`config.mk`:
```
export PLATFORM = sky130hd
export DESIGN_NAME = bb3_filter
export DESIGN_NICKNAME = d
export VERILOG_FILES = /design/src/design/bb3_pkg.sv /design/src/design/bb3_filter.sv
export SDC_FILE = /design/constraint.sdc
export NUM_CORES = 1
export LEC_CHECK = 0
export BUFFER_PORTS_ARGS = -buffer_cell sky130_fd_sc_hd__buf_2
export CAP_MARGIN = 0
export CORE_MARGIN = 10
export CORE_UTILIZATION = 36
export DETAILED_ROUTE_END_ITERATION = 10
export PLACE_DENSITY = 0.67
export SLEW_MARGIN = 20
export SYNTH_ARGS = -nofsm -noshare
export SYNTH_HDL_FRONTEND = slang
export SYNTH_SLANG_ARGS = --single-unit
export TNS_END_PERCENT = 20
```
`constraint.sdc`:
```
create_clock -name clk -period 4.6 [get_ports clk]
set_input_delay 0.46 -clock clk [delete_from_list [all_inputs] [get_ports clk]]
set_output_delay 0.46 -clock clk [all_outputs]
set_load 0.005 [all_outputs]
```
`src/design/bb3_pkg.sv`:
```
// shared constants and types of the 3x3 box blur stream
`timescale 1ns / 1ps

package bb3_pkg;

    // default sizes handed to the top level parameters
    localparam int DEF_MAX_WIDTH    = 4096;
    localparam int DEF_MAX_CHANNELS = 4;

    // fixed field widths
    localparam int PORT_CHANNELS = 4;
    localparam int BYTE_W        = 8;
    localparam int IMG_WIDTH_W   = 13;
    localparam int IMG_HEIGHT_W  = 16;
    localparam int CH_COUNT_W    = 3;
    localparam int IN_ROW_W      = IMG_HEIGHT_W + 1;

    // configuration port
    localparam int CFG_INDEX_W = 2;
    localparam int CFG_DATA_W  = 16;

    localparam logic [CFG_INDEX_W-1:0] CFG_IMAGE_WIDTH   = 2'd0;
    localparam logic [CFG_INDEX_W-1:0] CFG_IMAGE_HEIGHT  = 2'd1;
    localparam logic [CFG_INDEX_W-1:0] CFG_CHANNEL_COUNT = 2'd2;

    localparam logic [IMG_WIDTH_W-1:0]  RST_IMAGE_WIDTH   = 13'd640;
    localparam logic [IMG_HEIGHT_W-1:0] RST_IMAGE_HEIGHT  = 16'd480;
    localparam logic [CH_COUNT_W-1:0]   RST_CHANNEL_COUNT = 3'd3;

    // 3x3 window geometry
    localparam int WIN_SIDE   = 3;
    localparam int WIN_TAPS   = WIN_SIDE * WIN_SIDE;
    localparam int WIN_CENTER = WIN_SIDE + 1;

    // output queue
    localparam int OUT_DEPTH = 8;
    localparam int PTR_W     = $clog2(OUT_DEPTH);
    localparam int CREDIT_W  = $clog2(OUT_DEPTH + 1);

    typedef logic [PORT_CHANNELS-1:0][BYTE_W-1:0] bytes_t;

    // control that travels with one word down the pipeline
    typedef struct packed {
        logic                     item;
        logic                     wr;
        logic                     emit;
        logic                     interior;
        logic                     last;
        logic [PORT_CHANNELS-1:0] ch_en;
    } stage_ctrl_t;

    // one result word as held in the output queue
    typedef struct packed {
        logic   result_valid;
        bytes_t ch;
        logic   frame_end;
    } result_word_t;

endpackage

```
`src/design/bb3_filter.sv`:
```
// neighbourhood sums, divide by nine and result word assembly
`timescale 1ns / 1ps

module bb3_filter
    import bb3_pkg::*;
#(
    parameter int MAX_CHANNELS = DEF_MAX_CHANNELS
) (
    input  logic                           clk,
    input  logic                           rst_n,
    input  stage_ctrl_t                    s2_ctrl,
    input  logic [BYTE_W*MAX_CHANNELS-1:0] win [WIN_TAPS],
    output logic                           push,
    output result_word_t                   push_word
);
    // floor(x / 9) as (x * recip) >> shift, exact for sums below 2^15
    localparam int SUM_W      = 12;
    localparam int DIV_SHIFT  = 16;
    localparam int RECIP_W    = 13;
    localparam int PROD_W     = SUM_W + RECIP_W;
    localparam logic [RECIP_W-1:0] DIV_RECIP = RECIP_W'((1 << DIV_SHIFT) / WIN_TAPS + 1);

    logic [SUM_W-1:0]  sum_reg    [MAX_CHANNELS];
    logic [SUM_W-1:0]  sum_next   [MAX_CHANNELS];
    logic [BYTE_W-1:0] center_reg [MAX_CHANNELS];
    logic [BYTE_W-1:0] center_next[MAX_CHANNELS];
    stage_ctrl_t       s3_ctrl_reg;

    function automatic logic [BYTE_W-1:0] div_by_taps(input logic [SUM_W-1:0] sum);
        logic [PROD_W-1:0] prod;
        prod = PROD_W'(sum) * PROD_W'(DIV_RECIP);
        return prod[DIV_SHIFT +: BYTE_W];
    endfunction

    // per channel sum of the nine window bytes, row by row
    always_comb
    begin
        logic [SUM_W-1:0] row_sum [WIN_SIDE];
        for (int c = 0; c < MAX_CHANNELS; c++)
        begin
            for (int r = 0; r < WIN_SIDE; r++)
            begin
                row_sum[r] = SUM_W'(win[r*WIN_SIDE][c*BYTE_W +: BYTE_W]) +
                             SUM_W'(win[r*WIN_SIDE + 1][c*BYTE_W +: BYTE_W]) +
                             SUM_W'(win[r*WIN_SIDE + 2][c*BYTE_W +: BYTE_W]);
            end
            sum_next[c]    = row_sum[0] + row_sum[1] + row_sum[2];
            center_next[c] = win[WIN_CENTER][c*BYTE_W +: BYTE_W];
        end
    end

    // sum stage control
    always_ff @(posedge clk or negedge rst_n)
    begin
        if (!rst_n)
        begin
            s3_ctrl_reg <= '0;
        end
        else
        begin
            s3_ctrl_reg <= s2_ctrl;
        end
    end

    // sum stage payload
    always_ff @(posedge clk)
    begin
        sum_reg    <= sum_next;
        center_reg <= center_next;
    end

    // blurred for interior, centre for border, zero past the channel count and in words without a pixel
    always_comb
    begin
        push                   = s3_ctrl_reg.item;
        push_word.result_valid = s3_ctrl_reg.emit;
        push_word.frame_end    = s3_ctrl_reg.emit && s3_ctrl_reg.last;
        push_word.ch           = '0;
        for (int c = 0; c < MAX_CHANNELS; c++)
        begin
            if (s3_ctrl_reg.emit && s3_ctrl_reg.ch_en[c])
            begin
                push_word.ch[c] = s3_ctrl_reg.interior ? div_by_taps(sum_reg[c])
                                                       : center_reg[c];
            end
        end
    end
endmodule

```
### Yosys cells after proc, flatten, opt, wreduce, memory -nomap -nowiden

Index checks and enable logic that the tools add are counted.

* register bits after elaboration: 88
* input port bits: 299
* output and inout port bits: 35

* add/sub/neg operators: 32
* $mul: 4
* muxes and demuxes: 8
* reductions and logical operators: 5

Operators by type and width (number)
* 9-bit by 8-bit adder with 10-bit output: 12
* 8-bit by 8-bit adder with 9-bit output: 12
* 12-bit by 12-bit multiplier with 23-bit output (second input constant): 4
* 8-bit two-way mux: 8
* 11-bit by 10-bit adder with 12-bit output: 4
* 10-bit by 10-bit adder with 11-bit output: 4
* 1-bit logical AND: 5

### Longest topological paths before layout

* depth in word-level cells: 4
* mapped depth: 19

### Worst setup path before layout

No wires, ideal clock.

* path type: register to output
* start: register sum_reg[27] in the netlist's numbering
* end: output port push_word[14] in the netlist's numbering
* data arrival time: 4.357 ns
* data required time: 4.140 ns
* setup slack: -0.217 ns
* stages on the path, launching flop included: 19
* buffers on the path: 0
* cell sequence: dfxtp_1 -> inv_1 -> fa_1 -> inv_1 -> ha_1 -> inv_1 -> fa_1 -> inv_1 -> fa_1 -> inv_1 -> fa_1 -> inv_1 -> ha_1 -> and3_1 -> a311oi_2 -> o21ai_1 -> a21oi_2 -> o21ai_1 -> a32o_1

RTL lines
* start: declaration: RTL line bb3_filter.sv:23 `logic [SUM_W-1:0] sum_reg [MAX_CHANNELS];`
* start signal: assignment: RTL line bb3_filter.sv:68 `sum_reg <= sum_next;`
* end: declaration: RTL line bb3_filter.sv:14 `output result_word_t push_word`

==> reports/summary.txt <==
DRT
---------------------------------------------------------------------------------
Average routed wire per standard cell                                15.5 microns
Detailed Route WL                                                    43400 microns
Residual DRC count                                                              0
Detailed router's first-iteration violation count                             415
Overall via count from detail_route                                         12800
Via density per instance                                                     4.57
DRT antenna net count                                                           0
Number of optimization iterations in the first detailed-route pass              4

DIE
---------------------------------------------------------------------------------
Initial core utilization                                                    36.5%
Die area                                                             0.0564 sq mm
I/O pins                                                                      334
Number of core rows                                                            79
Die width                                                             237 microns
Core region area                                                     0.0467 sq mm
Vertical die dimension                                                237 microns

SYNTH
---------------------------------------------------------------------------------
Leading cell types by total area after synthesis                     fa_1 39%, ha_1 23%, inv_1 9.6%, dfxtp_1 9.4%, xnor2_1 2.5%
Post-synthesis instance total                                                1647
Number of flip-flops and latches in the synthesized netlist                    88
Number of different library cells in the post-synthesis netlist                62
Sequential fraction of the synthesis area                                   10.6%
Primary FF master, synth                                                  dfxtp_1
Cell type with the largest total area after synthesis                        fa_1
Netlist area before placement                                        0.0170 sq mm
Number of enable flip-flop cells after synthesis                                0
Yosys top cell area share                                                   39.0%
Yosys warns                                                                     0
Average cell area after synthesis                                      10.3 sq um
Synthesized net count                                                        2597
Async set-reset flop share out of synthesis                                 9.09%

TIMING
---------------------------------------------------------------------------------
Setup repair after global routing missed its margin                           yes
Worst Max-Slew Pin Slew                                                    509 ps
Part of the cycle the worst path needs                                       118%
Fmax                                                                      184 MHz
Minimum setup slack in the final design                                   -834 ps
Hold violation count in the final report                                        0
Worst rel slew slack                                                        66.0%
Final max-slew violation count                                                  0
Post-route minimum period                                                 5430 ps
Final setup fails                                                              32

LAYOUT
---------------------------------------------------------------------------------
Commonest non-fill, non-tap cell in the layout                              inv_1
Largest register FFs                                                           48
Area Growth Syn to Fin                                                      28.4%
Most used cells in the layout excluding fill and tap cells           408 x inv_1, 332 x fa_1, 332 x buf_2, 287 x ha_1, 196 x buf_4
Final non-filler cell total                                                  2796
Fraction of final layout cells with drive strength greater than 1           31.0%
Final net count                                                              3133
Final design instance area without fill                              0.0219 sq mm

PLACE
---------------------------------------------------------------------------------
Post-detailed-placement half-perimeter wirelength                    39700 microns
PortBufs                                                                      332
Cell total after placement                                                   2767
Routability cong.                                                           0.951
Cell area after placement                                            0.0209 sq mm
Dpl ws                                                                    -495 ps

CLOCK TREE
---------------------------------------------------------------------------------
Clock-pin slew on the worst setup and hold paths                            70 ps
CTS buffer count                                                                9
CTS H-Tree Depth                                                                3
CTS tree                                                                      yes
Clock Sinks                                                                    88
Buffers from clock root to sink, at most                                        2
Root Buffer                                                             clkbuf_16

CRITICAL PATH
---------------------------------------------------------------------------------
Critical Path Sink                                                   push_word[6]
Capturing element type of the critical path                           output port
Arr. time, crit path                                                      4970 ps
CP startpoint                                                        sum_reg[43]$_DFF_P_
Critical Path Start Type                                                 register
Maximum fanout along the worst path                                             2
Worst Path Required                                                       4140 ps
WS Path Type                                                         register to output port

OUTCOME
---------------------------------------------------------------------------------
Result of the run                                                    finished, violations left
Violations in the final reports                                      setup timing

GRT
---------------------------------------------------------------------------------
Initial antenna violation count                                                 1
Via count of the first global-routing pass                                  15000
Largest net degree at the start of global routing                              18
Wire length of the first global-routing pass                         73200 microns
Total track usage                                                           16.1%
Total global routing overflow                                                   0

FLOW RUN
---------------------------------------------------------------------------------
Max-cap viol count                                                              0

MIN PATH
---------------------------------------------------------------------------------
Class of the tightest hold or removal check                          input pin to register

[how the worst min path moves through the flow]
| stage | start | depth (start not counted) | slack, ps | endpoint |
|---|---|---|---|---|
| CTS | s2_ctrl[6] | 1 | 140 | push_word[33]$_DFF_PN0_ |
| detailed placement | rst_n | 1 | 370 | s3_ctrl_reg[5]$_DFF_PN0_ |
| global placement | rst_n | 1 | 370 | s3_ctrl_reg[4]$_DFF_PN0_ |
| finish | s2_ctrl[6] | 1 | 180 | push_word[33]$_DFF_PN0_ |
| global route | s2_ctrl[6] | 1 | 160 | push_word[33]$_DFF_PN0_ |
| floorplan | rst_n | 0 | 160 | push$_DFF_PN0_ |
[metrics by stage]
step | hold WS, ps | TNS (ps) | util, %
CTS | 145 | -18940 | 46.4
global placement | 367 | -8110 | 44.8
finish | 181 | -16750 | 46.8
global route | 158 | -23670 | 46.8
floorplan | 164 | -369 | -
detailed placement | 368 | -9990 | 44.8
[area by class of cell]
cell class | count | area (sq um)
clock buffers | 13 | 270
well taps | 607 | 759
diodes | 1 | 2.50
inverters | 435 | 1630
fillers | 4289 | 24800
clock inverters | 3 | 25.0
multi-input cells | 1116 | 14100
flip-flops and latches | 88 | 1830
repair buffers | 533 | 3190
[synth_stat cells, drive strengths merged (2+ instances only)]
cell type  count
a2111o         2
inv          435
a21o          24
o21ai         59
fa           332
xnor2         49
nand3         16
mux2i          4
nand4         12
a31o           2
xor2          27
and2           6
ha           319
nor2          29
o221ai         2
a211oi        11
nand2         64
nand2b         7
buf            4
o21a           8
clkbuf         4
or3            3
a31oi         10
a221oi         3
o41a           3
and3           5
a21oi         50
o211ai         8
nor2b         19
nor3b          4
o311ai         2
o21bai         5
dfrtp          8
dfxtp         80
nor3           8
a211o          2
[worst max-delay path, cell delays in order (launching register included)]
cell and delay [ps]:
dfxtp_2 340, inv_2 50, fa_1 530, inv_1 50, ha_1 290, inv_1 50, fa_1 510, inv_2 40
fa_1 500, inv_1 50, fa_1 510, inv_2 50, ha_4 160, a21oi_2 110, nor2_1 60, a211oi_2 200
or3b_1 390, a221oi_2 280, xor2_1 200, o21ai_1 80, buf_2 150
[cell families (layout without fill, tap and decap cells)]
| group | Yosys count | after routing | share of synthesized area, % |
|---|---|---|---|
| DFF | 88 | 88 | 10.6 |
| AOI/OAI and AO/OA | 206 | 206 | 7.87 |
| muxes | 4 | 4 | 0.235 |
| xor gates and xnor gates | 76 | 76 | 3.91 |
| buffers and inverters | 443 | 984 | 9.79 |
| adders and majority gates | 651 | 651 | 62.5 |
| and+or+nand+nor | 179 | 179 | 5.13 |
| other | 0 | 1 | 0 |
[layer usage]
layer  wire [microns]  up-vias  part of all wire (%)  global-route usage, %
met1            18000     6225                    41                   18.7
met4              670        0                   1.5                   3.94
li1                 -     6263                     -                      -
met2            22800      252                    53                   29.6
met3             1930       44                   4.4                   3.46
met5                0        -                     0                      0
[timing repair]
| action | CTS | global route |
|---|---|---|
| gates resized for setup | 89 | 52 |
| hold buffers | 1 | 0 |
| buffers inserted | 10 | 2 |
| pin swaps | 37 | 29 |
| endpoints found under the setup margin | 32 | 32 |
| hold endpoints to repair | 8 | 0 |
Power is left out: the tool's default activity adds up to more than one toggle a clock period on the data nets, which glitch-free logic cannot reach.
