### src/design/bb3_pkg.sv
// shared constants and types of the 3x3 box blur stream
`timescale 1ns / 1ps

package bb3_pkg;

    // default sizes handed to the top level parameters
    localparam int DEF_MAX_WIDTH    = 4096;
    localparam int DEF_MAX_CHANNELS = 4;

    // fixed field widths
    localparam int PORT_CHANNELS = 4;
    localparam int BYTE_W        = 8;
    localparam int IMG_WIDTH_W   = 13;
    localparam int IMG_HEIGHT_W  = 16;
    localparam int CH_COUNT_W    = 3;
    localparam int IN_ROW_W      = IMG_HEIGHT_W + 1;

    // configuration port
    localparam int CFG_INDEX_W = 2;
    localparam int CFG_DATA_W  = 16;

    localparam logic [CFG_INDEX_W-1:0] CFG_IMAGE_WIDTH   = 2'd0;
    localparam logic [CFG_INDEX_W-1:0] CFG_IMAGE_HEIGHT  = 2'd1;
    localparam logic [CFG_INDEX_W-1:0] CFG_CHANNEL_COUNT = 2'd2;

    localparam logic [IMG_WIDTH_W-1:0]  RST_IMAGE_WIDTH   = 13'd640;
    localparam logic [IMG_HEIGHT_W-1:0] RST_IMAGE_HEIGHT  = 16'd480;
    localparam logic [CH_COUNT_W-1:0]   RST_CHANNEL_COUNT = 3'd3;

    // 3x3 window geometry
    localparam int WIN_SIDE   = 3;
    localparam int WIN_TAPS   = WIN_SIDE * WIN_SIDE;
    localparam int WIN_CENTER = WIN_SIDE + 1;

    // output queue
    localparam int OUT_DEPTH = 8;
    localparam int PTR_W     = $clog2(OUT_DEPTH);
    localparam int CREDIT_W  = $clog2(OUT_DEPTH + 1);

    typedef logic [PORT_CHANNELS-1:0][BYTE_W-1:0] bytes_t;

    // control that travels with one word down the pipeline
    typedef struct packed {
        logic                     item;
        logic                     wr;
        logic                     emit;
        logic                     interior;
        logic                     last;
        logic [PORT_CHANNELS-1:0] ch_en;
    } stage_ctrl_t;

    // one result word as held in the output queue
    typedef struct packed {
        logic   result_valid;
        bytes_t ch;
        logic   frame_end;
    } result_word_t;

endpackage

### src/design/bb3_ctrl.sv
// position counters, frame bookkeeping and first pipeline register
`timescale 1ns / 1ps

module bb3_ctrl
    import bb3_pkg::*;
#(
    parameter int MAX_WIDTH    = DEF_MAX_WIDTH,
    parameter int MAX_CHANNELS = DEF_MAX_CHANNELS
) (
    input  logic                              clk,
    input  logic                              rst_n,
    input  logic [IMG_WIDTH_W-1:0]            image_width,
    input  logic [IMG_HEIGHT_W-1:0]           image_height,
    input  logic [CH_COUNT_W-1:0]             channel_count,
    input  logic                              take,
    input  logic                              pad_only,
    input  bytes_t                            in_bytes,
    output logic [$clog2(MAX_WIDTH)-1:0]      rd_addr,
    output stage_ctrl_t                       s1_ctrl,
    output logic [$clog2(MAX_WIDTH)-1:0]      s1_col,
    output logic [BYTE_W*MAX_CHANNELS-1:0]    s1_pix
);
    localparam int COL_W = $clog2(MAX_WIDTH);
    localparam int W_W   = $clog2(MAX_WIDTH + 1);
    localparam int PIX_W = BYTE_W * MAX_CHANNELS;

    logic [COL_W-1:0]        in_col_reg, in_col_next;
    logic [IN_ROW_W-1:0]     in_row_reg, in_row_next;
    logic [COL_W-1:0]        out_col_reg, out_col_next;
    logic [IMG_HEIGHT_W-1:0] out_row_reg, out_row_next;

    stage_ctrl_t             s1_ctrl_reg, s1_ctrl_next;
    logic [COL_W-1:0]        s1_col_reg;
    logic [PIX_W-1:0]        s1_pix_reg, s1_pix_next;

    logic [W_W-1:0]          width_eff;
    logic [IMG_HEIGHT_W-1:0] height_eff;
    logic [COL_W:0]          in_col_inc;
    logic [COL_W:0]          out_col_inc;
    logic [IN_ROW_W-1:0]     out_row_inc;
    logic                    in_frame;
    logic                    do_step;
    logic                    due;
    logic                    abandon;
    logic                    emit;
    logic                    last;
    logic                    interior;

    // effective sizes from the registers
    always_comb
    begin
        if (image_width == '0)
        begin
            width_eff = W_W'(1);
        end
        else if (int'(image_width) > MAX_WIDTH)
        begin
            width_eff = W_W'(MAX_WIDTH);
        end
        else
        begin
            width_eff = W_W'(image_width);
        end
        height_eff = (image_height == '0) ? IMG_HEIGHT_W'(1) : image_height;
    end

    // position decode for the word at the input
    always_comb
    begin
        in_col_inc  = {1'b0, in_col_reg} + 1'b1;
        out_col_inc = {1'b0, out_col_reg} + 1'b1;
        out_row_inc = {1'b0, out_row_reg} + 1'b1;
        in_frame    = in_row_reg < {1'b0, height_eff};
        do_step     = take && !(pad_only && in_frame);
        due         = (in_row_reg > IN_ROW_W'(1)) ||
                      ((in_row_reg == IN_ROW_W'(1)) && (in_col_reg != '0));
        abandon     = due && (out_row_reg >= height_eff);
        emit        = due && !abandon;
        last        = (out_row_inc >= {1'b0, height_eff}) && (out_col_inc >= width_eff);
        interior    = (out_row_reg != '0) && (out_row_inc < {1'b0, height_eff}) &&
                      (out_col_reg != '0) && (out_col_inc < width_eff);
    end

    // counter advance, frame end and abandon clear everything
    always_comb
    begin
        in_col_next  = in_col_reg;
        in_row_next  = in_row_reg;
        out_col_next = out_col_reg;
        out_row_next = out_row_reg;
        if (do_step)
        begin
            if (in_col_inc >= width_eff)
            begin
                in_col_next = '0;
                in_row_next = in_row_reg + IN_ROW_W'(1);
            end
            else
            begin
                in_col_next = COL_W'(in_col_inc);
            end

            if (abandon || (emit && last))
            begin
                in_col_next  = '0;
                in_row_next  = '0;
                out_col_next = '0;
                out_row_next = '0;
            end
            else if (emit)
            begin
                if (out_col_inc >= width_eff)
                begin
                    out_col_next = '0;
                    out_row_next = out_row_reg + 1'b1;
                end
                else
                begin
                    out_col_next = COL_W'(out_col_inc);
                end
            end
        end
    end

    // control and pixel word for the line store stage
    always_comb
    begin
        int nch;
        nch = (int'(channel_count) > MAX_CHANNELS) ? MAX_CHANNELS : int'(channel_count);
        s1_ctrl_next.item     = take;
        s1_ctrl_next.wr       = do_step;
        s1_ctrl_next.emit     = do_step && emit;
        s1_ctrl_next.interior = interior;
        s1_ctrl_next.last     = last;
        for (int c = 0; c < PORT_CHANNELS; c++)
        begin
            s1_ctrl_next.ch_en[c] = (c < nch);
        end
        // pixels arriving during the flush are dropped
        for (int c = 0; c < MAX_CHANNELS; c++)
        begin
            s1_pix_next[c*BYTE_W +: BYTE_W] = in_frame ? in_bytes[c] : '0;
        end
    end

    // position counters and stage control
    always_ff @(posedge clk or negedge rst_n)
    begin
        if (!rst_n)
        begin
            in_col_reg  <= '0;
            in_row_reg  <= '0;
            out_col_reg <= '0;
            out_row_reg <= '0;
            s1_ctrl_reg <= '0;
        end
        else
        begin
            in_col_reg  <= in_col_next;
            in_row_reg  <= in_row_next;
            out_col_reg <= out_col_next;
            out_row_reg <= out_row_next;
            s1_ctrl_reg <= s1_ctrl_next;
        end
    end

    // stage payload
    always_ff @(posedge clk)
    begin
        s1_col_reg <= in_col_reg;
        s1_pix_reg <= s1_pix_next;
    end

    assign rd_addr = in_col_reg;
    assign s1_ctrl = s1_ctrl_reg;
    assign s1_col  = s1_col_reg;
    assign s1_pix  = s1_pix_reg;
endmodule

### config.mk
export PLATFORM = sky130hd
export DESIGN_NAME = bb3_ctrl
export DESIGN_NICKNAME = d
export VERILOG_FILES = /design/src/design/bb3_pkg.sv /design/src/design/bb3_ctrl.sv
export SDC_FILE = /design/constraint.sdc
export NUM_CORES = 1
export LEC_CHECK = 0
export ABC_AREA = 1
export BUFFER_PORTS_ARGS = -buffer_cell sky130_fd_sc_hd__buf_2
export CAP_MARGIN = 30
export CORE_ASPECT_RATIO = 0.5
export CORE_UTILIZATION = 28
export CTS_CLUSTER_DIAMETER = 40
export DETAILED_ROUTE_END_ITERATION = 7
export GPL_ROUTABILITY_DRIVEN = 0
export HOLD_SLACK_MARGIN = 0.05
export PLACE_DENSITY_LB_ADDON = 0.08
export SLEW_MARGIN = 15
export SYNTH_ARGS = -nofsm -noshare
export SYNTH_HDL_FRONTEND = slang
export SYNTH_SLANG_ARGS = --single-unit
### constraint.sdc
create_clock -name clk -period 3.6 [get_ports clk]
set_clock_uncertainty 0.2 [all_clocks]
set_input_delay 1.08 -clock clk [delete_from_list [all_inputs] [get_ports clk]]
set_output_delay 1.08 -clock clk [all_outputs]
set_load 0.005 [all_outputs]
; ---- Yosys cells after proc, flatten, opt, wreduce, memory -nomap -nowiden
; Index checks and enable logic that the tools add are counted.
[op_classes]
addsub = 5
magnitude_cmp = 14
eq_ne = 1
n_mux = 14
n_reduce_logical = 26
[op_table]
columns = op, n
row1 = $mux 16, 4
row2 = $mux 12, 5
row3 = $lt 17x16->1, 2
row4 = $mux 17, 2
row5 = $add 12x1->13 const B, 2
row6 = $ge 13x13->1, 2
row7 = $mux 13, 2
row8 = $reduce_bool 12->1, 2
row9 = $add 16x1->17 const B, 1
row10 = $add 17x1->17 const B, 1
row11 = $eq 17x1->1 const B, 1
row12 = $ge 17x16->1, 1
row13 = $gt 17x1->1 const B, 1
row14 = $add 16x1->16 const B, 1
row15 = $ge 16x16->1, 1
row16 = $logic_not 16->1, 1
row17 = $reduce_bool 16->1, 1
row18 = $gt 13x13->1 const B, 1
row19 = $logic_not 13->1, 1
row20 = $lt 13x13->1, 1
row21 = $logic_and 1x1->1, 11
row22 = $lt 1x3->1 const A, 2
row23 = $lt 2x3->1 const A, 2
row24 = $reduce_bool 2->1, 3
row25 = other kinds (6), 9
[totals]
register_bits = 110
out_inout_bits = 65
elab_cells = 72

; ---- Longest topological paths before layout
[logic_depth]
ltp_word = 10
depth_mapped = 23

; ---- Worst setup path before layout
; Ideal clock, no wire load.
[synth_path]
kind = in2reg
start = input port image_width[0]
end = register in_row_reg[14]
setup_time_ns = 0.118
t_arrival_ns = 3.256
setup_slack_ns = 0.026
cell_stages = 19
n_path_buf = 1
path_cell_list = nor4_1 > nand3_1 > nand2_1 > nand2_1 > ha_1 > nand2_1 > inv_1 > nand3_1 > nor2_1 > o21ai_1 > nand3_1 > nand2_2 > nand2_4 > nand2_8 > nand2_4 > nand2_8 > buf_12 > nand2_2 > nand2_1
[synth_between]
elab_chain_len = 9
[synth_lines]
columns = element, line_no
row1 = from (decl), bb3_ctrl.sv:12  ; input logic [IMG_WIDTH_W-1:0] image_width,
row2 = $gt 13x13->1, bb3_ctrl.sv:56  ; else if (int'(image_width) > MAX_WIDTH)
row3 = $mux 13, bb3_ctrl.sv:56
row4 = $mux 13 (*), bb3_ctrl.sv:52  ; if (image_width == '0)
row5 = $ge 13x13->1, bb3_ctrl.sv:79  ; last = (out_row_inc >= {1'b0, height_eff}) && (out_col_inc >= width_eff);
row6 = $logic_and 1x1->1, bb3_ctrl.sv:79
row7 = $logic_and 1x1->1, bb3_ctrl.sv:103  ; if (abandon || (emit && last))
row8 = $logic_or 1x1->1, bb3_ctrl.sv:103
row9 = $reduce_bool 2->1 (no source line), n/a
row10 = $reduce_and 2->1 (no source line), n/a
row11 = to (signal assigned), bb3_ctrl.sv:160  ; in_row_reg <= in_row_next;
row12 = to (decl), bb3_ctrl.sv:28  ; logic [IN_ROW_W-1:0] in_row_reg, in_row_next;
; Every way passes the cells marked *; elsewhere a longest branch is shown, timed or not.
; A chain may end at the register's enable or synchronous reset.

; ---- Worst setup path after layout
[layout_path]
start = input port image_width[11]
end = register in_col_reg[11], in the netlist rd_addr[11]
[layout_between]
elab_chain_len = 8
[layout_lines]
columns = element, line_no
row1 = $gt 13x13->1, bb3_ctrl.sv:56
row2 = $mux 13, bb3_ctrl.sv:56
row3 = $mux 13 (*), bb3_ctrl.sv:52
row4 = $ge 13x13->1, bb3_ctrl.sv:79
row5 = $logic_and 1x1->1, bb3_ctrl.sv:79
row6 = $logic_and 1x1->1, bb3_ctrl.sv:103
row7 = $logic_or 1x1->1, bb3_ctrl.sv:103
row8 = $mux 12 (*), bb3_ctrl.sv:103
row9 = to (signal assigned), bb3_ctrl.sv:159  ; in_col_reg <= in_col_next;
row10 = to (decl), bb3_ctrl.sv:27  ; logic [COL_W-1:0] in_col_reg, in_col_next;
; Marked as above.

==> metrics.txt <==
crit-path cells=buf_2 > nor4_4 > nand3_4 > nand2_4 > buf_12 > nand2_1 > ha_1 > nand2_1 > o21ai_1 > o21ai_2 > nand3_2 > nand2_2 > nand2_4 > nand2_8 > nand2_8 > clkbuf_16 > o22ai_1; clock slew at reported path FFs=0.08 ns; Die H=114 um; hold depth=0; gr usage total=16.5%; Max Clock Freq=285 MHz; CTS tree=done; Mapped Area=7080 um2; Yosys top cell area share=23.3%; Ys Warns=0; fill count=2600; vias in the first global route=6283; cts hold-fix bufs=0; syn nets=1080; Initial DRT Pass Iterations=4; number of antenna violations at the first check in global routing=0; initial drt markers=372; Ports=133; Tmin final=3.50 ns; Crit Path Category=in -> reg; Max Cap Violations=0; Slew Limit Fails=0; die area=26000 um2; routed len/inst=15.0 um; ANT nets after route=0; Worst Path Max Fanout=6; final hold viol count=0; port bufs=132; nature of the critical path startpoint=primary input; CTS sink cnt=110; CP max-delay cell=nor4_4; DRC=0; Pleak=4.94 nW; Final nets=1256; Hold WS=0.207 ns; commonest non-fill, non-tap cell in the layout=nand2_1; CP max stage delay=0.40 ns; diodes inserted=0; Hold Crit Class=reg -> reg; post-layout util=37.9%; HPWL Detailed=16.2 mm; CTS Buffer Depth=2; Vias/cell=4.51; Crit path required time=3.69 ns; Setup violations, final=0; status=finished, final reports clean; synth unique cells=37; GR Overflow Total=0; first-pass GRT wire length=32.9 mm; largest net degree at the start of global routing=67; CTS H-tree depth=3; detailed-route via count=6525; power per cell area=436 nW/um2; core area=24400 um2; Initial Util=29.0%; Die X=227 um; dominant cells by area after synthesis=dfrtp_1, ha_1, dfxtp_1; reg2reg path depth=18; Multi-input gate area=4250 um2; Rows=40; Synth Instances=931; synthesis-stage register bit count=110; Crit. End Element=flop; WL final=21.6 mm; total CTS buffers=9; Worst-Skew Late Latency=0.37 ns; Worst VDD drop=0.297 mV; critical path arrival=3.59 ns; most frequent cells in the layout=nand2_1, inv_1, buf_2; Syn-to-layout area delta=30.4%; cell accounting for the most synthesized area=dfrtp_1; crit share post-route=97.3%; slew of the pin with the lowest slew margin=0.608 ns; Slew HR=59.4%; sequential share of the synthesized area=35.8%; Avg Cell Area, Syn=7.60 um2; number of flip-flops in the largest register=32; layout cells sized above 1=25.6%; Register Area=2530 um2; Root Driver=clkbuf_16
## per-stage QoR
stage	instances	power (mW)	worst slack, ns	instance area (um2)	TNS [ns]
floorplan	931	2.33	0.0261	7080	0
global placement	1425	2.87	-0.616	8460	-34.09
detailed placement	1425	2.87	-0.606	8460	-32.77
CTS	1441	3.90	0.0264	8760	0
global route	1448	4.31	-0.0400	9230	-0.505
finish	1448	4.03	0.0960	9230	0
## cell type report
class                   count  share of cell area, %
multi-input cells         653                   46.0
inverters                 148                   6.02
well taps                 336                   4.56
clock buffers              11                   2.52
flip-flops and latches    110                   27.5
clock inverters             5                  0.529
repair buffers            185                   12.9
## worst paths after layout
path	end	startpoint	slack, ns
max in group asynchronous	rd_addr[1]	rst_n	2.27
worst min-delay path	s1_col[3]	rd_addr[3]	0.21
min in group asynchronous	out_col_reg[7]	rst_n	0.37
worst min register to register	s1_col[3]	rd_addr[3]	0.21
worst max register to register	rd_addr[11]	out_row_reg[0]	0.20
worst max-delay path	rd_addr[11]	image_width[11]	0.1
## metal layers
metal | wire length (um) | part of all wire [%] | track usage [%]
met1 | 10600 | 49 | 22.3
met2 | 9860 | 46 | 26.3
met3 | 1000 | 4.6 | 4.26
met4 | 214 | 0.99 | 3.65
met5 | 0 | 0 | 0
## power breakdown
group	total [mW]	switching, mW	internal, mW
clock network	1.00	0.514	0.488
registers	1.54	0.147	1.40
logic	1.48	0.876	0.604
## what timing repair did
item	in CTS	in global routing
buffers inserted	0	1
cloned	0	5
pin swaps	0	19
endpoints found under the setup margin	57	57
resized for setup	3	69
## synthesized netlist by cell type
master,instances
buf_6,1
nand3_2,2
clkbuf_1,9
nor3_2,1
buf_2,9
a31oi_1,1
o22ai_1,11
inv_2,3
dfxtp_1,44
a21o_1,2
a21oi_1,31
o21ai_0,12
nand3b_1,1
nor2_4,2
buf_12,1
o31ai_1,1
dfrtp_1,66
or2_2,1
xnor2_1,4
nand2_4,4
nand4_1,51
nor4_1,16
ha_1,81
nor3_1,15
o21ai_1,15
buf_1,1
nor2_1,91
and3_1,1
nand2_8,2
o21a_1,2
inv_1,145
nand3_1,34
xor2_1,39
nand2_1,214
buf_4,2
nand2_2,13
nor2_2,3
## worst max-delay path: cells and delay by family
| kind | cells | cell delay [ns] |
|---|---|---|
| AND/OR/NAND/NOR | 10 | 1.39 |
| buffers and inverters | 3 | 0.44 |
| AO/OA/AOI/OAI | 3 | 0.37 |
| adder cells (fa/ha/maj) | 1 | 0.29 |
## kinds of logic (layout without fill, tap and decap cells)
logic type,count (synthesis),in the layout,synth area share (%)
compound gates,75,75,5.69
xor+xnor,43,43,5.32
simple gates,451,454,29.2
buf+inv,171,349,9.67
flops,110,110,35.8
fa+ha+maj,81,81,14.3
(Power assumes the default switching activity.)
