`config.mk`:
```
export PLATFORM = sky130hd
export DESIGN_NAME = bb3_out_fifo_flat
export DESIGN_NICKNAME = d
export VERILOG_FILES = /design/src/design/bb3_pkg.sv /design/src/design/bb3_if.sv /design/src/design/bb3_out_fifo.sv /design/src/flat_wrapper.sv
export SDC_FILE = /design/constraint.sdc
export NUM_CORES = 1
export LEC_CHECK = 0
export BUFFER_PORTS_ARGS = -buffer_cell sky130_fd_sc_hd__buf_2
export CORE_MARGIN = 5
export CORE_UTILIZATION = 60
export DETAILED_ROUTE_END_ITERATION = 8
export PLACE_DENSITY_LB_ADDON = 0.08
export SLEW_MARGIN = 20
export SYNTH_ARGS = -nofsm -noshare
export SYNTH_HDL_FRONTEND = slang
export SYNTH_SLANG_ARGS = --single-unit
```
`constraint.sdc`:
```
create_clock -name clk -period 5 [get_ports clk]
set_clock_uncertainty 0.1 [all_clocks]
set_input_delay 1.5 -clock clk [delete_from_list [all_inputs] [get_ports clk]]
set_output_delay 1.5 -clock clk [all_outputs]
set_load 0.02 [all_outputs]
```
`src/design/bb3_pkg.sv`:
```
// shared constants and types of the 3x3 box blur stream
`timescale 1ns / 1ps

package bb3_pkg;

    // default sizes handed to the top level parameters
    localparam int DEF_MAX_WIDTH    = 4096;
    localparam int DEF_MAX_CHANNELS = 4;

    // fixed field widths
    localparam int PORT_CHANNELS = 4;
    localparam int BYTE_W        = 8;
    localparam int IMG_WIDTH_W   = 13;
    localparam int IMG_HEIGHT_W  = 16;
    localparam int CH_COUNT_W    = 3;
    localparam int IN_ROW_W      = IMG_HEIGHT_W + 1;

    // configuration port
    localparam int CFG_INDEX_W = 2;
    localparam int CFG_DATA_W  = 16;

    localparam logic [CFG_INDEX_W-1:0] CFG_IMAGE_WIDTH   = 2'd0;
    localparam logic [CFG_INDEX_W-1:0] CFG_IMAGE_HEIGHT  = 2'd1;
    localparam logic [CFG_INDEX_W-1:0] CFG_CHANNEL_COUNT = 2'd2;

    localparam logic [IMG_WIDTH_W-1:0]  RST_IMAGE_WIDTH   = 13'd640;
    localparam logic [IMG_HEIGHT_W-1:0] RST_IMAGE_HEIGHT  = 16'd480;
    localparam logic [CH_COUNT_W-1:0]   RST_CHANNEL_COUNT = 3'd3;

    // 3x3 window geometry
    localparam int WIN_SIDE   = 3;
    localparam int WIN_TAPS   = WIN_SIDE * WIN_SIDE;
    localparam int WIN_CENTER = WIN_SIDE + 1;

    // output queue
    localparam int OUT_DEPTH = 8;
    localparam int PTR_W     = $clog2(OUT_DEPTH);
    localparam int CREDIT_W  = $clog2(OUT_DEPTH + 1);

    typedef logic [PORT_CHANNELS-1:0][BYTE_W-1:0] bytes_t;

    // control that travels with one word down the pipeline
    typedef struct packed {
        logic                     item;
        logic                     wr;
        logic                     emit;
        logic                     interior;
        logic                     last;
        logic [PORT_CHANNELS-1:0] ch_en;
    } stage_ctrl_t;

    // one result word as held in the output queue
    typedef struct packed {
        logic   result_valid;
        bytes_t ch;
        logic   frame_end;
    } result_word_t;

endpackage

```
`src/design/bb3_if.sv`:
```


interface bb3_out_if
    import bb3_pkg::*;
();
    logic              valid;
    logic              ready;
    logic              result_valid;
    logic [BYTE_W-1:0] out_ch0;
    logic [BYTE_W-1:0] out_ch1;
    logic [BYTE_W-1:0] out_ch2;
    logic [BYTE_W-1:0] out_ch3;
    logic              frame_end;

    modport source (
        output valid, result_valid, out_ch0, out_ch1, out_ch2, out_ch3, frame_end,
        input  ready
    );

    modport sink (
        input  valid, result_valid, out_ch0, out_ch1, out_ch2, out_ch3, frame_end,
        output ready
    );
endinterface

```
`src/design/bb3_out_fifo.sv`:
```
// output queue with credit count that sets input ready
`timescale 1ns / 1ps

module bb3_out_fifo
    import bb3_pkg::*;
(
    input  logic         clk,
    input  logic         rst_n,
    input  logic         take,
    input  logic         push,
    input  result_word_t push_word,
    output logic         space,
    bb3_out_if.source    result
);
    result_word_t        mem_reg [OUT_DEPTH];
    logic [PTR_W-1:0]    wr_ptr_reg;
    logic [PTR_W-1:0]    rd_ptr_reg;
    logic [CREDIT_W-1:0] count_reg, count_next;
    logic [CREDIT_W-1:0] credit_reg, credit_next;
    logic                space_reg;
    logic                pop;
    result_word_t        head;

    // credits cover words in the pipeline plus words in the queue
    always_comb
    begin
        pop         = result.valid && result.ready;
        count_next  = count_reg + CREDIT_W'(push) - CREDIT_W'(pop);
        credit_next = credit_reg + CREDIT_W'(take) - CREDIT_W'(pop);
        head        = mem_reg[rd_ptr_reg];
    end

    // pointers, fill and credit counts
    always_ff @(posedge clk or negedge rst_n)
    begin
        if (!rst_n)
        begin
            wr_ptr_reg <= '0;
            rd_ptr_reg <= '0;
            count_reg  <= '0;
            credit_reg <= '0;
            space_reg  <= 1'b0;
        end
        else
        begin
            if (push)
            begin
                wr_ptr_reg <= wr_ptr_reg + 1'b1;
            end
            if (pop)
            begin
                rd_ptr_reg <= rd_ptr_reg + 1'b1;
            end
            count_reg  <= count_next;
            credit_reg <= credit_next;
            space_reg  <= credit_next < CREDIT_W'(OUT_DEPTH);
        end
    end

    // queue storage
    always_ff @(posedge clk)
    begin
        if (push)
        begin
            mem_reg[wr_ptr_reg] <= push_word;
        end
    end

    assign space               = space_reg;
    assign result.valid        = (count_reg != '0);
    assign result.result_valid = head.result_valid;
    assign result.out_ch0      = head.ch[0];
    assign result.out_ch1      = head.ch[1];
    assign result.out_ch2      = head.ch[2];
    assign result.out_ch3      = head.ch[3];
    assign result.frame_end    = head.frame_end;
endmodule

```
`src/flat_wrapper.sv`:
```
// flat-port wrapper written by rule: the top's interface ports become plain ports
module bb3_out_fifo_flat import bb3_pkg::*;
  (clk, rst_n, take, push, push_word, space, result_valid, result_result_valid, result_out_ch0, result_out_ch1, result_out_ch2, result_out_ch3, result_frame_end, result_ready);
  bb3_out_if result_i ();
  input  logic clk;
  input  logic rst_n;
  input  logic take;
  input  logic push;
  input  result_word_t push_word;
  output logic space;
  output wire logic [$bits(result_i.valid)-1:0] result_valid;
  output wire logic [$bits(result_i.result_valid)-1:0] result_result_valid;
  output wire logic [$bits(result_i.out_ch0)-1:0] result_out_ch0;
  output wire logic [$bits(result_i.out_ch1)-1:0] result_out_ch1;
  output wire logic [$bits(result_i.out_ch2)-1:0] result_out_ch2;
  output wire logic [$bits(result_i.out_ch3)-1:0] result_out_ch3;
  output wire logic [$bits(result_i.frame_end)-1:0] result_frame_end;
  input wire logic [$bits(result_i.ready)-1:0] result_ready;
  assign result_valid = result_i.valid;
  assign result_result_valid = result_i.result_valid;
  assign result_out_ch0 = result_i.out_ch0;
  assign result_out_ch1 = result_i.out_ch1;
  assign result_out_ch2 = result_i.out_ch2;
  assign result_out_ch3 = result_i.out_ch3;
  assign result_frame_end = result_i.frame_end;
  assign result_i.ready = result_ready;
  bb3_out_fifo u_core (.clk(clk), .rst_n(rst_n), .take(take), .push(push), .push_word(push_word), .space(space), .result(result_i));
endmodule
```
Word-level counts from Yosys, hierarchy flattened
Memory sizes are Yosys's and may differ from the RTL's.
Cells that the tools add are included.
- muxes and demuxes: 2
- $add $sub $neg: 6
- magnitude comparators: 1
- reductions and logical operators: 2
- operators with widths (cell ; count):
    4-bit by 1-bit adder with 4-bit output ; 2
    4-bit by 1-bit subtractor with 4-bit output ; 2
    3-bit by 1-bit adder with 3-bit output, second input constant ; 2
    4-bit less-than comparator, second input constant ; 1
    4-bit nonzero test ; 1
    1-bit two-way mux ; 2
    1-bit logical AND ; 1
- output and inout port bits: 36
- register bits: 15
- word-level logic and storage cells: 17
- RAM bits: 272
- memories: 1
- memory list (name ; depth ; width ; read ports ; clocked after Yosys merged registers in ; wr ports ; RTL line ; text):
    u_core.mem_reg ; 8 ; 34 ; 1 ; 0 ; 1 ; bb3_out_fifo.sv:15 ; result_word_t mem_reg [OUT_DEPTH];

Longest topological paths before layout
- depth in word-level cells: 4
- mapped depth: 9
- depth with buffers taken out: 9

Least setup slack after synthesis
OpenSTA, ideal clock, no wires.
- path type: input -> register
- from: input push
- to: memory u_core.mem_reg[0][0] (netlist bit), enable pin
- library setup time: 0.467 ns
- stages: 2
- required time: 4.433 ns
- buffers on the path: 0
- setup slack: 0.498 ns
- arrival: 3.935 ns
- path through: nand2b_1 > nor3_1
- longest elaborated chain between the ends: 2
- RTL lines (what ; RTL line ; text):
    start, declared ; flat_wrapper.sv:8 ; input logic push;
    1-bit two-way mux ; bb3_out_fifo.sv:63 ; if (push)
    1-bit two-way mux (not written as such) ; bb3_out_fifo.sv:65 ; mem_reg[wr_ptr_reg] <= push_word;
    end, declared ; bb3_out_fifo.sv:15 ;
No other way between the ends.

Worst setup path in the final report
- from: register u_core.rd_ptr_reg[0]
- to: output result_out_ch2[7]
- longest elaborated chain between the ends: 1
- RTL lines (what ; RTL line ; text):
    start, declared ; bb3_out_fifo.sv:17 ; logic [PTR_W-1:0] rd_ptr_reg;
    start signal, assigned ; bb3_out_fifo.sv:52 ; rd_ptr_reg <= rd_ptr_reg + 1'b1;
    memory 8 x 34 bit ; - ;
    end, declared ; flat_wrapper.sv:15 ; output wire logic [$bits(result_i.out_ch2)-1:0] result_out_ch2;
No other way between the ends.

==> run_results.csv <==
group,metric,value,unit
status,status,"finished clean",
final_layout,area_growth,13.9,%
synth,synth_largest_type_area_fraction,0.739,
cts,postCtsHoldBufs,0,
run,timing.max_cap.violations,0,
setup_path,crit_path_max_fanout,29,
route,route.detailed.drc,0,
setup_path,timing_worst_setup_path_type,"reg2out",
global_route,total_congestion_overflow,0,
route,ant_nets,0,
final_layout,drive_above_1_share,0.417,
power_and_ir_drop,power.leakage,4.24,nW
final_layout,largest_reg_flops,272,
cts,clock_tree.htree_level_count,1,
global_route,antenna_found_initial,0,
synth,syn-num-nets,515,
worst_hold_path,worst_hold_path_type,"reg2reg",
timing,layout_min_cycle_time,4.33,ns
cts,worst_skew_pair.late_latency,0.52,ns
setup_path,worstReg2RegEnd,"u_core.space",
route,route.detailed.vias_per_inst,5.94,
route,routed-via-count,4811,
final_layout,final_nets,613,
power_and_ir_drop,power.share.switching,0.301,
synth,synth-seq-cells,287,
placed_design,portBuffers,74,
synth,top_cell_type_by_total_area_after_synthesis,"sky130_fd_sc_hd__edfxtp_1",
power_and_ir_drop,clockPowerShare,0.248,
power_and_ir_drop,switchingPower,2.28,mW
route,drt_pass1_iterations,4,
timing,actual_slew_at_the_worst_max_slew_pin,1.05,ns
timing,fmax,231,MHz
global_route,grtUsageTotal,0.185,
power_and_ir_drop,p_int,5.29,mW
power_and_ir_drop,vdd_drop_max,0.420,mV
timing,setup-tns-final,0,ns
synth,synth_area,0.0110,sq mm
global_route,grt_first_pass_wirelength,30.3,mm
timing,setup_repair_after_global_routing_missed_its_margin,"false",
setup_path,ff2ff_path_depth,9,
synth,synthesis.yosys.warnings,0,
synth,synth_seq_area_share,0.773,
setup_path,critPathRequiredTime,3.40,ns
final_layout,n_antenna_cell,0,
synth,synth_async_sr_flop_share,0.0523,
die,die-width,146,um
power_and_ir_drop,finalPower,7.57,mW
timing,final.period_utilization,0.865,
route,wirelength,19.4,mm
cts,clock_tree.buffer_depth,3,
synth,synth-edff-count,272,
cts,clock_tree_root,"sky130_fd_sc_hd__clkbuf_16",
route,average_detailed_routed_wire_length_per_instance,24.0,um
synth,synthFlopType,"sky130_fd_sc_hd__edfxtp_1",
global_route,first_global_vias,5220,
setup_path,setup.worst_path.start,"u_core.rd_ptr_reg[0]",
synth,netlist_instances,465,
synth,yosys.cell_types.count,25,
power_and_ir_drop,pwr_density_cell,602,mW/mm^2
setup_path,setup.worst_path.end_class,"output port",
die,placementRows,49,
timing,timing_max_transition_violations_final,0,
synth,synth_area_per_inst,23.8,sq um
timing,timing_hold_violations_final,0,
die,initial_core_utilization,0.613,
die,num_io_pins,75,
cts,cts_setup_buffers,0,
cts,clkSinkCount,287,
setup_path,setup.worst_path.end,"result_out_ch2[7]",
synth,post-synth-top-count-cell,"sky130_fd_sc_hd__edfxtp_1",
cts,cts_inserted_buffers,28,
cts,clk_pin_slew_worst_paths,0.06,ns
cts,postCtsResizedCells,0,
die,core_area,0.0180,sq mm
die,die_h,146,um
synth,ys_top_cells_by_count,"sky130_fd_sc_hd__edfxtp_1 (272), sky130_fd_sc_hd__mux4_2 (68), sky130_fd_sc_hd__mux2_2 (26), sky130_fd_sc_hd__dfrtp_1 (15), sky130_fd_sc_hd__mux2_4 (10)",
setup_path,worst-endpoint-arrival,2.73,ns
placed_design,place_hpwl,11.2,mm
power_and_ir_drop,p_comb_frac,0.305,
setup_path,worstSetupStartpointType,"flip-flop",
timing,postLayoutSetupSlackWorst,0.674,ns
timing,report.final.setup_viol,0,
timing,max-slew-margin-rel,0.299,
setup_path,ff2ff_setup_slack,2.53,ns
power_and_ir_drop,power.sequential.fraction,0.447,
route,drt-initial-drc-count,317,
synth,synth.area.top_cells,"sky130_fd_sc_hd__edfxtp_1 (74%), sky130_fd_sc_hd__mux4_2 (14%), sky130_fd_sc_hd__dfrtp_1 (3.4%), sky130_fd_sc_hd__mux2_2 (2.6%), sky130_fd_sc_hd__mux2_4 (1.4%)",
placed_design,dp_worst_setup_slack,1.17,ns
setup_path,timing.rr.start,"u_core.count_reg[2]",
global_route,grt_start_max_net_pins,70,
cts,cts_tree,"built",
placed_design,place_congestion,0.688,
die,die_area,0.0212,sq mm
==> placed cells by master (no fill, tap or decap), types with 2 or more instances in the layout <==
| cell | synthesis | routed |
|---|---|---|
| sky130_fd_sc_hd__edfxtp_1 | 272 | 272 |
| sky130_fd_sc_hd__buf_2 | 8 | 74 |
| sky130_fd_sc_hd__mux4_2 | 68 | 68 |
| sky130_fd_sc_hd__clkbuf_16 | 0 | 28 |
| sky130_fd_sc_hd__mux2_2 | 26 | 26 |
| sky130_fd_sc_hd__buf_4 | 0 | 13 |
| sky130_fd_sc_hd__dfrtp_1 | 15 | 12 |
| sky130_fd_sc_hd__mux2_4 | 10 | 10 |
| sky130_fd_sc_hd__ha_1 | 9 | 9 |
| sky130_fd_sc_hd__clkbuf_1 | 8 | 8 |
| sky130_fd_sc_hd__inv_1 | 7 | 7 |
| sky130_fd_sc_hd__xnor2_1 | 7 | 7 |
| sky130_fd_sc_hd__nor2_4 | 0 | 6 |
| sky130_fd_sc_hd__clkinv_2 | 0 | 6 |
| sky130_fd_sc_hd__nand2_1 | 4 | 4 |
| sky130_fd_sc_hd__xor2_1 | 4 | 4 |
| sky130_fd_sc_hd__clkinv_1 | 0 | 4 |
| sky130_fd_sc_hd__nand2b_1 | 3 | 3 |
| sky130_fd_sc_hd__or2_2 | 2 | 2 |
| sky130_fd_sc_hd__a21o_1 | 2 | 2 |
| sky130_fd_sc_hd__a21oi_1 | 2 | 2 |
| sky130_fd_sc_hd__nor3_2 | 0 | 2 |
| sky130_fd_sc_hd__fa_1 | 2 | 2 |
| sky130_fd_sc_hd__dfrtp_4 | 0 | 2 |
==> worst max-delay path, stage by stage (launching register included) <==
cell and delay (ns):
sky130_fd_sc_hd__dfrtp_4 0.81, sky130_fd_sc_hd__buf_4 0.38, sky130_fd_sc_hd__mux4_2 0.55, sky130_fd_sc_hd__mux2_2 0.29
sky130_fd_sc_hd__buf_2 0.16
==> cell type report <==
| cell class | count | area [sq um] |
|---|---|---|
| fill | 1130 | 5440 |
| timing repair buffer | 88 | 488 |
| inverter | 7 | 26.3 |
| clock buffer | 36 | 731 |
| clock inverter | 12 | 91.3 |
| tap | 229 | 287 |
| sequential | 287 | 8550 |
| multi-input combinational | 151 | 2410 |
==> layer usage <==
layer / track usage / wire length (um) / share of wire / vias to the layer above
met1: 0.256 / 8180 / 0.42 / 2543
met3: 0.0302 / 863 / 0.044 / 27
li1: - / - / - / 2129
met2: 0.318 / 10100 / 0.52 / 112
met4: 0.0382 / 306 / 0.016 / 0
met5: 0 / 0 / 0 / -
==> through the flow <==
stage / instance area, sq um / cells / hold slack, ns / util
after floorplan: 11000 / 465 / 0.417 / -
after global placement: 11800 / 762 / 0.441 / 0.653
after detailed placement: 11800 / 762 / 0.465 / 0.653
after CTS: 12600 / 810 / 0.479 / 0.698
after global routing: 12600 / 810 / 0.511 / 0.698
final: 12600 / 810 / 0.478 / 0.698
==> power by group through the flow <==
stage | Sequential (mW) | Clock (mW) | Combinational (mW)
floorplan | 3.18 | 0 | 1.91
global placement | 3.42 | 0 | 2.31
detailed placement | 3.45 | 0 | 2.34
CTS | 3.40 | 1.91 | 2.35
global route | 3.44 | 2.03 | 2.48
finish | 3.39 | 1.88 | 2.31
==> kinds of logic after synthesis <==
logic type               after synthesis  share of synthesized area
adder cells (fa/ha/maj)               11                     0.0138
multiplexers                         105                      0.180
flip-flops                           287                      0.773
buffers and inverters                 27                     0.0137
AO/OA/AOI/OAI                          4                    0.00226
XOR/XNOR                              11                    0.00872
AND/OR/NAND/NOR                       20                    0.00872
==> worst min-delay path by stage <==
stage	start	end	cells after the start	slack (ns)
4_1_cts	u_core.wr_ptr_reg[1]	u_core.wr_ptr_reg[1]	1	0.48
6_report	u_core.wr_ptr_reg[1]	u_core.wr_ptr_reg[1]	1	0.48
5_1_grt	u_core.wr_ptr_reg[1]	u_core.wr_ptr_reg[1]	1	0.51
2_1_floorplan	u_core.wr_ptr_reg[2]	u_core.wr_ptr_reg[2]	1	0.42
3_3_place_gp	u_core.wr_ptr_reg[1]	u_core.wr_ptr_reg[1]	1	0.44
3_5_place_dp	u_core.wr_ptr_reg[1]	u_core.wr_ptr_reg[1]	1	0.47
(Power assumes the default switching activity.)
